[src/rsa_pkg.sv]
package rsa_pkg;

    typedef enum logic [3:0] {
        OP_PUSH  = 4'd0,
        OP_POP   = 4'd1,
        OP_CLEAR = 4'd2,
        OP_DUP   = 4'd3,
        OP_SWAP  = 4'd4,
        OP_ADD   = 4'd5,
        OP_SUB   = 4'd6,
        OP_MUL   = 4'd7,
        OP_DIV   = 4'd8
    } opcode_t;

    typedef enum logic [2:0] {
        ST_OK        = 3'd0,
        ST_DIV0      = 3'd1,
        ST_NEED_TWO  = 3'd2,
        ST_SWAP_TWO  = 3'd3,
        ST_EMPTY     = 3'd4,
        ST_DUP_EMPTY = 3'd5,
        ST_FULL      = 3'd6
    } status_t;

    // stack action applied to every cell in the same cycle
    typedef enum logic [2:0] {
        SH_HOLD = 3'd0,
        SH_PUSH = 3'd1,
        SH_POP  = 3'd2,
        SH_SWAP = 3'd3,
        SH_RES  = 3'd4
    } shift_t;

    typedef struct packed {
        shift_t      op;
        logic [31:0] value;
    } cell_ctl_t;

    typedef enum logic [1:0] {
        S_IDLE,
        S_DIV,
        S_OUT
    } state_t;

    localparam int unsigned DIV_STEPS = 32;

endpackage

[src/rsa_cell.sv]
// One stack slot. Cell 0 is the top; data moves down on push, up on pop.
module rsa_cell
    import rsa_pkg::*;
(
    input  logic        clk,
    input  cell_ctl_t   ctl,
    input  logic        is_top,
    input  logic        is_second,
    input  logic [31:0] above,
    input  logic [31:0] below,
    output logic [31:0] data
);

    logic [31:0] data_reg;
    logic [31:0] data_next;

    always_comb
    begin
        data_next = data_reg;
        case (ctl.op)
            SH_PUSH: data_next = is_top ? ctl.value : above;
            SH_POP:  data_next = below;
            SH_SWAP:
            begin
                if (is_top)
                    data_next = below;
                else if (is_second)
                    data_next = above;
            end
            // result replaces second, top drops out
            SH_RES:  data_next = is_top ? ctl.value : below;
            default: data_next = data_reg;
        endcase
    end

    always_ff @(posedge clk)
    begin
        data_reg <= data_next;
    end

    assign data = data_reg;

endmodule

[src/rsa_divider.sv]
// Restoring signed divider, one quotient bit per cycle, truncates toward zero.
module rsa_divider
    import rsa_pkg::*;
(
    input  logic        clk,
    input  logic        rst_n,
    input  logic        start,
    input  logic [31:0] dividend,
    input  logic [31:0] divisor,
    output logic        done,
    output logic [31:0] quotient
);

    logic [31:0] rem_reg, rem_next;
    logic [31:0] quo_reg, quo_next;
    logic [31:0] div_reg, div_next;
    logic        neg_reg, neg_next;
    logic [5:0]  cnt_reg, cnt_next;
    logic        busy_reg, busy_next;
    logic [32:0] trial;
    logic [32:0] shifted;

    always_comb
    begin
        rem_next  = rem_reg;
        quo_next  = quo_reg;
        div_next  = div_reg;
        neg_next  = neg_reg;
        cnt_next  = cnt_reg;
        busy_next = busy_reg;
        shifted   = {rem_reg, quo_reg[31]};
        trial     = shifted - {1'b0, div_reg};
        if (start)
        begin
            rem_next  = '0;
            quo_next  = dividend[31] ? (32'd0 - dividend) : dividend;
            div_next  = divisor[31] ? (32'd0 - divisor) : divisor;
            neg_next  = dividend[31] ^ divisor[31];
            cnt_next  = 6'(DIV_STEPS);
            busy_next = 1'b1;
        end
        else if (busy_reg)
        begin
            if (!trial[32])
            begin
                rem_next = trial[31:0];
                quo_next = {quo_reg[30:0], 1'b1};
            end
            else
            begin
                rem_next = shifted[31:0];
                quo_next = {quo_reg[30:0], 1'b0};
            end
            cnt_next = cnt_reg - 6'd1;
            if (cnt_reg == 6'd1)
                busy_next = 1'b0;
        end
    end

    always_ff @(posedge clk or negedge rst_n)
    begin
        if (!rst_n)
        begin
            busy_reg <= 1'b0;
            cnt_reg  <= '0;
        end
        else
        begin
            busy_reg <= busy_next;
            cnt_reg  <= cnt_next;
        end
    end

    always_ff @(posedge clk)
    begin
        rem_reg <= rem_next;
        quo_reg <= quo_next;
        div_reg <= div_next;
        neg_reg <= neg_next;
    end

    assign done     = busy_reg && (cnt_reg == 6'd1);
    assign quotient = neg_reg ? (32'd0 - quo_next) : quo_next;

endmodule

[src/rpn_stack_alu.sv]
// Channel | Dir | Fields (low bit up)
// s_axis  | in  | tdata: opcode[3:0], push_value[35:4], zero fill to 40 bits
// m_axis  | out | tdata: status[2:0], top_value[34:3], top_valid[35],
//         |     |        stack_depth[40:36], zero fill to 48 bits
// Push, pop, clear, dup, swap, add, sub and mul update the cell row in the
// accept cycle, then present the result in S_OUT.
// Divide passes through the accept cycle, 32 restoring steps of one bit
// each in S_DIV, and S_OUT to present the result.
// Reset empties the stack at once; cell contents are not cleared.
// A result held by m_axis_tready low blocks the next input item.
module rpn_stack_alu
    import rsa_pkg::*;
#(
    parameter int STACK_DEPTH = 16
)
(
    input  logic        clk,
    input  logic        rst_n,
    input  logic        s_axis_tvalid,
    output logic        s_axis_tready,
    input  logic [39:0] s_axis_tdata,   // opcode, push_value
    output logic        m_axis_tvalid,
    input  logic        m_axis_tready,
    output logic [47:0] m_axis_tdata    // status, top_value, top_valid, stack_depth
);

    localparam int CW = $clog2(STACK_DEPTH + 1);

    state_t        state_reg, state_next;
    logic [CW-1:0] count_reg, count_next;
    status_t       status_reg, status_next;
    cell_ctl_t     ctl;
    logic [31:0]   data [STACK_DEPTH];
    logic [31:0]   a, b;
    logic [3:0]    op;
    logic [31:0]   pv;
    logic          div_start, div_done;
    logic [31:0]   quotient;
    logic          accept;

    assign op     = s_axis_tdata[3:0];
    assign pv     = s_axis_tdata[35:4];
    assign a      = data[0];
    assign b      = data[1];
    assign accept = s_axis_tvalid && s_axis_tready;

    genvar g;
    generate
        for (g = 0; g < STACK_DEPTH; g++)
        begin : g_cell
            rsa_cell u_cell (
                .clk       (clk),
                .ctl       (ctl),
                .is_top    (g == 0),
                .is_second (g == 1),
                .above     (g == 0 ? 32'd0 : data[(g == 0) ? 0 : g - 1]),
                .below     (g == STACK_DEPTH - 1 ? 32'd0
                            : data[(g == STACK_DEPTH - 1) ? g : g + 1]),
                .data      (data[g])
            );
        end
    endgenerate

    rsa_divider u_div (
        .clk      (clk),
        .rst_n    (rst_n),
        .start    (div_start),
        .dividend (a),
        .divisor  (b),
        .done     (div_done),
        .quotient (quotient)
    );

    // next state
    always_comb
    begin
        state_next = state_reg;
        unique case (state_reg)
            S_IDLE:
            begin
                if (accept)
                    state_next = div_start ? S_DIV : S_OUT;
            end
            S_DIV:
            begin
                if (div_done)
                    state_next = S_OUT;
            end
            S_OUT:
            begin
                if (m_axis_tready)
                    state_next = S_IDLE;
            end
            default: state_next = S_IDLE;
        endcase
    end

    // datapath control
    always_comb
    begin
        ctl         = '{op: SH_HOLD, value: 32'd0};
        count_next  = count_reg;
        status_next = status_reg;
        div_start   = 1'b0;
        if (state_reg == S_IDLE && accept)
        begin
            status_next = ST_OK;
            case (op)
                OP_PUSH, OP_DUP:
                begin
                    if (op == OP_DUP && count_reg == '0)
                        status_next = ST_DUP_EMPTY;
                    else if (count_reg == CW'(STACK_DEPTH))
                        status_next = ST_FULL;
                    else
                    begin
                        ctl.op     = SH_PUSH;
                        ctl.value  = (op == OP_PUSH) ? pv : a;
                        count_next = count_reg + CW'(1);
                    end
                end
                OP_POP, OP_CLEAR:
                begin
                    if (count_reg == '0)
                        status_next = ST_EMPTY;
                    else if (op == OP_POP)
                    begin
                        ctl.op     = SH_POP;
                        count_next = count_reg - CW'(1);
                    end
                    else
                        count_next = '0;
                end
                OP_SWAP:
                begin
                    if (count_reg < CW'(2))
                        status_next = ST_SWAP_TWO;
                    else
                        ctl.op = SH_SWAP;
                end
                OP_ADD, OP_SUB, OP_MUL, OP_DIV:
                begin
                    if (count_reg < CW'(2))
                        status_next = ST_NEED_TWO;
                    else if (op == OP_DIV)
                    begin
                        if (b == 32'd0)
                            status_next = ST_DIV0;
                        else
                            div_start = 1'b1;
                    end
                    else
                    begin
                        ctl.op     = SH_RES;
                        count_next = count_reg - CW'(1);
                        case (op)
                            OP_ADD:  ctl.value = a + b;
                            OP_SUB:  ctl.value = a - b;
                            default: ctl.value = 32'(a * b);
                        endcase
                    end
                end
                default: ;
            endcase
        end
        else if (state_reg == S_DIV && div_done)
        begin
            ctl.op     = SH_RES;
            ctl.value  = quotient;
            count_next = count_reg - CW'(1);
        end
    end

    always_ff @(posedge clk or negedge rst_n)
    begin
        if (!rst_n)
        begin
            state_reg  <= S_IDLE;
            count_reg  <= '0;
            status_reg <= ST_OK;
        end
        else
        begin
            state_reg  <= state_next;
            count_reg  <= count_next;
            status_reg <= status_next;
        end
    end

    assign s_axis_tready = (state_reg == S_IDLE);
    assign m_axis_tvalid = (state_reg == S_OUT);
    assign m_axis_tdata  = {7'd0, 5'(count_reg), (count_reg != '0),
                            (count_reg != '0) ? a : 32'd0, status_reg};

endmodule

[config.mk]
export PLATFORM = sky130hd
export DESIGN_NAME = rpn_stack_alu
export DESIGN_NICKNAME = d
export VERILOG_FILES = /design/src/rsa_pkg.sv /design/src/rsa_cell.sv /design/src/rsa_divider.sv /design/src/rpn_stack_alu.sv
export SDC_FILE = /design/constraint.sdc
export NUM_CORES = 2
export LEC_CHECK = 0
export ABC_CLOCK_PERIOD_IN_PS = 44800
export BUFFER_PORTS_ARGS = -buffer_cell sky130_fd_sc_hd__clkbuf_2
export CORE_MARGIN = 2
export CORE_UTILIZATION = 30
export DETAILED_ROUTE_END_ITERATION = 7
export GPL_TIMING_DRIVEN = 1
export MAX_ROUTING_LAYER = met4
export PLACE_DENSITY = 0.43
export SYNTH_ARGS = -nofsm -noshare
export SYNTH_HDL_FRONTEND = slang
export SYNTH_SLANG_ARGS = --single-unit
[constraint.sdc]
create_clock -name clk -period 44.8 [get_ports clk]
set_clock_uncertainty 0.05 [all_clocks]
set_input_delay 0 -clock clk [delete_from_list [all_inputs] [get_ports clk]]
set_output_delay 0 -clock clk [all_outputs]
set_load 0.01 [all_outputs]
==> key figures <==
Run status
  – Status: complete, no violations

Final layout
  – P&R area growth vs syn: 11.2%
  – Core Util, Final: 33.7%
  – Nets: 5072
  – Max reg flops: 512
  – Layout cells sized above 1: 17.0%

Die
  – Initial core utilization: 30.3%
  – Num rows: 147
  – Core area: 0.161 mm2
  – Die Wd: 407 um
  – Full die area: 0.166 mm2
  – Ports: 94
  – Die height: 407 um

Critical path
  – CP most frequent cell: fa_1
  – CP Max Fanout: 20
  – Crit path required time: 45130 ps
  – Worst R2R Start: g_cell[0].u_cell.data[9]$_DFFE_PP_
  – Data arrival time of the critical path: 9350 ps
  – Worst setup SP type: flip-flop
  – Worst R2R Path Depth: 27
  – Slowest stage delay, CP: 850 ps
  – R2r setup slk: 35780 ps
  – R2r endpoint: g_cell[0].u_cell.data[29]$_DFFE_PP_
  – CP top delay family: adder cells
  – CP Capture Type: flip-flop
  – WP buf/inv: 6
  – Slowest CP cell: edfxtp_1
  – CP Class: flip-flop to flip-flop

Route
  – WL per Instance: 20.6 um
  – Drt drc: 0
  – Drt pass-1 iters: 6
  – Initial DRC Count: 2491
  – Vias/cell: 4.87
  – Via count: 32.3k
  – Detail Route Antenna Nets: 0
  – Final WL: 137000 um

Synthesis
  – Post-Synth Adder-Cell Area: 21.8%
  – Most frequent cell after synthesis: edfxtp_1
  – Syn avg cell area: 11.0 um2
  – EDFF count, synth: 545
  – Share of the synthesized area in the top cell type: 33.6%
  – Register area share after synthesis: 37.1%
  – Yosys top cell by area: edfxtp_1
  – Yosys warns: 0
  – Largest family of logic cells by synthesized area: adder cells
  – Post-Synth XOR/XNOR Area: 4.56%
  – Most area-consuming cells after synthesis: edfxtp_1 34%, fa_1 17%, mux2_2 10%
  – Synth Area in Simple Gates: 11.6%
  – Mux cell area share after synthesis: 11.5%
  – Post-Syn Area: 0.0487 mm2
  – Top FF cell, synth: edfxtp_1
  – Synthesized flop and latch total: 626
  – Synth unique cells: 87
  – Post-synth top cells: 545 x edfxtp_1, 450 x mux2_2, 449 x inv_1
  – Syn Inst Count: 4414
  – Area fraction in compound gates after synthesis: 7.60%
  – Ys async rst share: 2.72%

Run
  – Max Cap Viol: 0

Placement
  – Post-DP HPWL: 96200 um
  – Routability cong.: 0.873
  – Number of port buffers: 82

Power and ir drop
  – Pwr/cell area: 81.9 mW/mm2
  – Power Internal: 2340 uW
  – Part of the power in the clock network: 13.2%
  – Comb pwr share: 69.6%
  – Flop pwr share: 17.2%
  – Switching share of power: 47.2%
  – Switching power: 2090 uW
  – Worst VDD drop: 0.000149 V
  – P_leak: 0.0217 uW

STA
  – RSZ-0062 raised after global routing: no
  – Sum Neg Setup Slack: 0 ps
  – Endpoints failing hold: 0
  – Min cycle time layout: 9020 ps
  – Setup violators final: 0
  – Slew Limit Headroom: 20.6%
  – Final period utilization: 20.1%
  – Final Max Slew Viols: 0
  – FMAX: 111 MHz
  – Slew @ Worst Pin: 1190 ps

Min path
  – Hold_sp: s_axis_tdata[0]
  – Hold Path Sink: status_reg[2]$_DFFE_PN0P_
  – Worst Hold Class: primary input to flip-flop
  – Hold Path Depth: 4

GRT
  – First-pass GRT wire length: 210000 um
  – Initial antenna violation count: 10
  – Grt total ovfl: 0
  – GRT Overall Usage: 17.2%
  – Largest net degree at the start of global routing: 187
  – Number of global-route vias before repair: 33.5k

CTS
  – CTS Buffer Depth: 3
  – Post_cts resized: 0
  – CTS clk-pin slew, worst paths: 60 ps
  – Worst-Skew Late Latency: 680 ps
  – Root buffer cell: clkbuf_16
  – CTS buffer count: 75
  – Setup bufs post-CTS: 0
  – CTS tree: yes
  – CTS Hold Bufs: 37
  – H-tree level count: 3
  – Clock Sinks: 626
-- placed cells by master, fill, tap and decap left out, types with 32 or more instances in the layout --
cell type and instances:
a21o_1 40, a21oi_1 163, and2_1 345, buf_4 92
clkbuf_16 76, clkbuf_2 82, dfxtp_1 64, dlygate4sd3_1 37
edfxtp_1 545, fa_1 410, ha_1 194, inv_1 449
mux2_2 450, mux2i_1 55, nand2_1 364, nor2_1 166
nor2b_1 51, nor3_1 32, o21ai_0 122, xnor2_1 153
xor2_1 101
-- cell type report --
class / instances / area, um2
repair buffers: 213 / 1510
fillers: 16300 / 107000
clock buffers: 101 / 2030
flip-flops and latches: 626 / 18100
clock inverters: 31 / 275
well taps: 2160 / 2700
multi-input cells: 3057 / 27900
diodes: 3 / 7.51
inverters: 451 / 1690
-- power by group through the flow --
stage / Sequential (uW) / Clock (uW) / Combinational, uW
6_report: 763 / 587 / 3090
2_1_floorplan: 787 / 0 / 2210
5_1_grt: 772 / 632 / 3460
3_5_place_dp: 775 / 0 / 3080
4_1_cts: 763 / 612 / 3110
3_3_place_gp: 775 / 0 / 3090
-- per-stage QoR --
step / hold WS, ps / instance area [um2] / power (uW) / setup WS (ps) / std cells
after floorplan: -346 / 48800 / 3000 / 10100 / 4420
after global placement: -76.2 / 51500 / 3860 / 35830 / 6470
after detailed placement: -80.5 / 51500 / 3860 / 35860 / 6470
after CTS: 73.3 / 54200 / 4480 / 35840 / 6639
after global routing: 125 / 54200 / 4860 / 35450 / 6642
final: 120 / 54200 / 4440 / 35780 / 6642
-- worst reg2reg max path, cell delays in order (launching register included) --
cell	delay, ps
edfxtp_1	850
buf_4	440
nand2_1	160
fa_1	430
inv_1	80
fa_1	430
fa_1	520
inv_1	50
fa_1	470
inv_1	50
fa_1	500
inv_1	50
fa_1	530
inv_1	50
fa_1	490
fa_1	440
ha_1	370
nand3_1	170
nor2_1	70
a2111oi_0	430
o21ai_0	220
a31oi_1	260
o21ai_0	210
o41ai_1	430
xor2_1	230
a21oi_1	80
o21ai_0	510
o211ai_1	170
-- worst max path at each step --
stage          slack [ps]  cells past startpoint                             endpoint                               start
2_1_floorplan       10100                      9  g_cell[10].u_cell.data[0]$_DFFE_PP_            count_reg[1]$_DFFE_PN0P_
3_3_place_gp        35830                     27  g_cell[0].u_cell.data[29]$_DFFE_PP_  g_cell[0].u_cell.data[9]$_DFFE_PP_
3_5_place_dp        35860                     27  g_cell[0].u_cell.data[29]$_DFFE_PP_  g_cell[0].u_cell.data[9]$_DFFE_PP_
4_1_cts             35840                     27  g_cell[0].u_cell.data[29]$_DFFE_PP_  g_cell[0].u_cell.data[9]$_DFFE_PP_
5_1_grt             35450                     27  g_cell[0].u_cell.data[29]$_DFFE_PP_  g_cell[0].u_cell.data[9]$_DFFE_PP_
6_report            35780                     27  g_cell[0].u_cell.data[29]$_DFFE_PP_  g_cell[0].u_cell.data[9]$_DFFE_PP_
-- cells by family after synthesis --
group,Yosys count
fa+ha+maj,604
xor+xnor,254
compound gates,571
simple gates,1116
other cells,1
buf+inv,737
mux,505
flops,626
-- per-layer routing --
| metal | vias to the layer above | part of all wire [%] | GRT usage (%) |
|---|---|---|---|
| met4 | 0 | 2.1 | 4.03 |
| met3 | 161 | 4.1 | 1.93 |
| li1 | 15000 | - | - |
| met2 | 685 | 47 | 27.7 |
| met5 | - | 0 | - |
| met1 | 16500 | 47 | 23.1 |
Note: power is estimated with default switching activity, not from simulation.
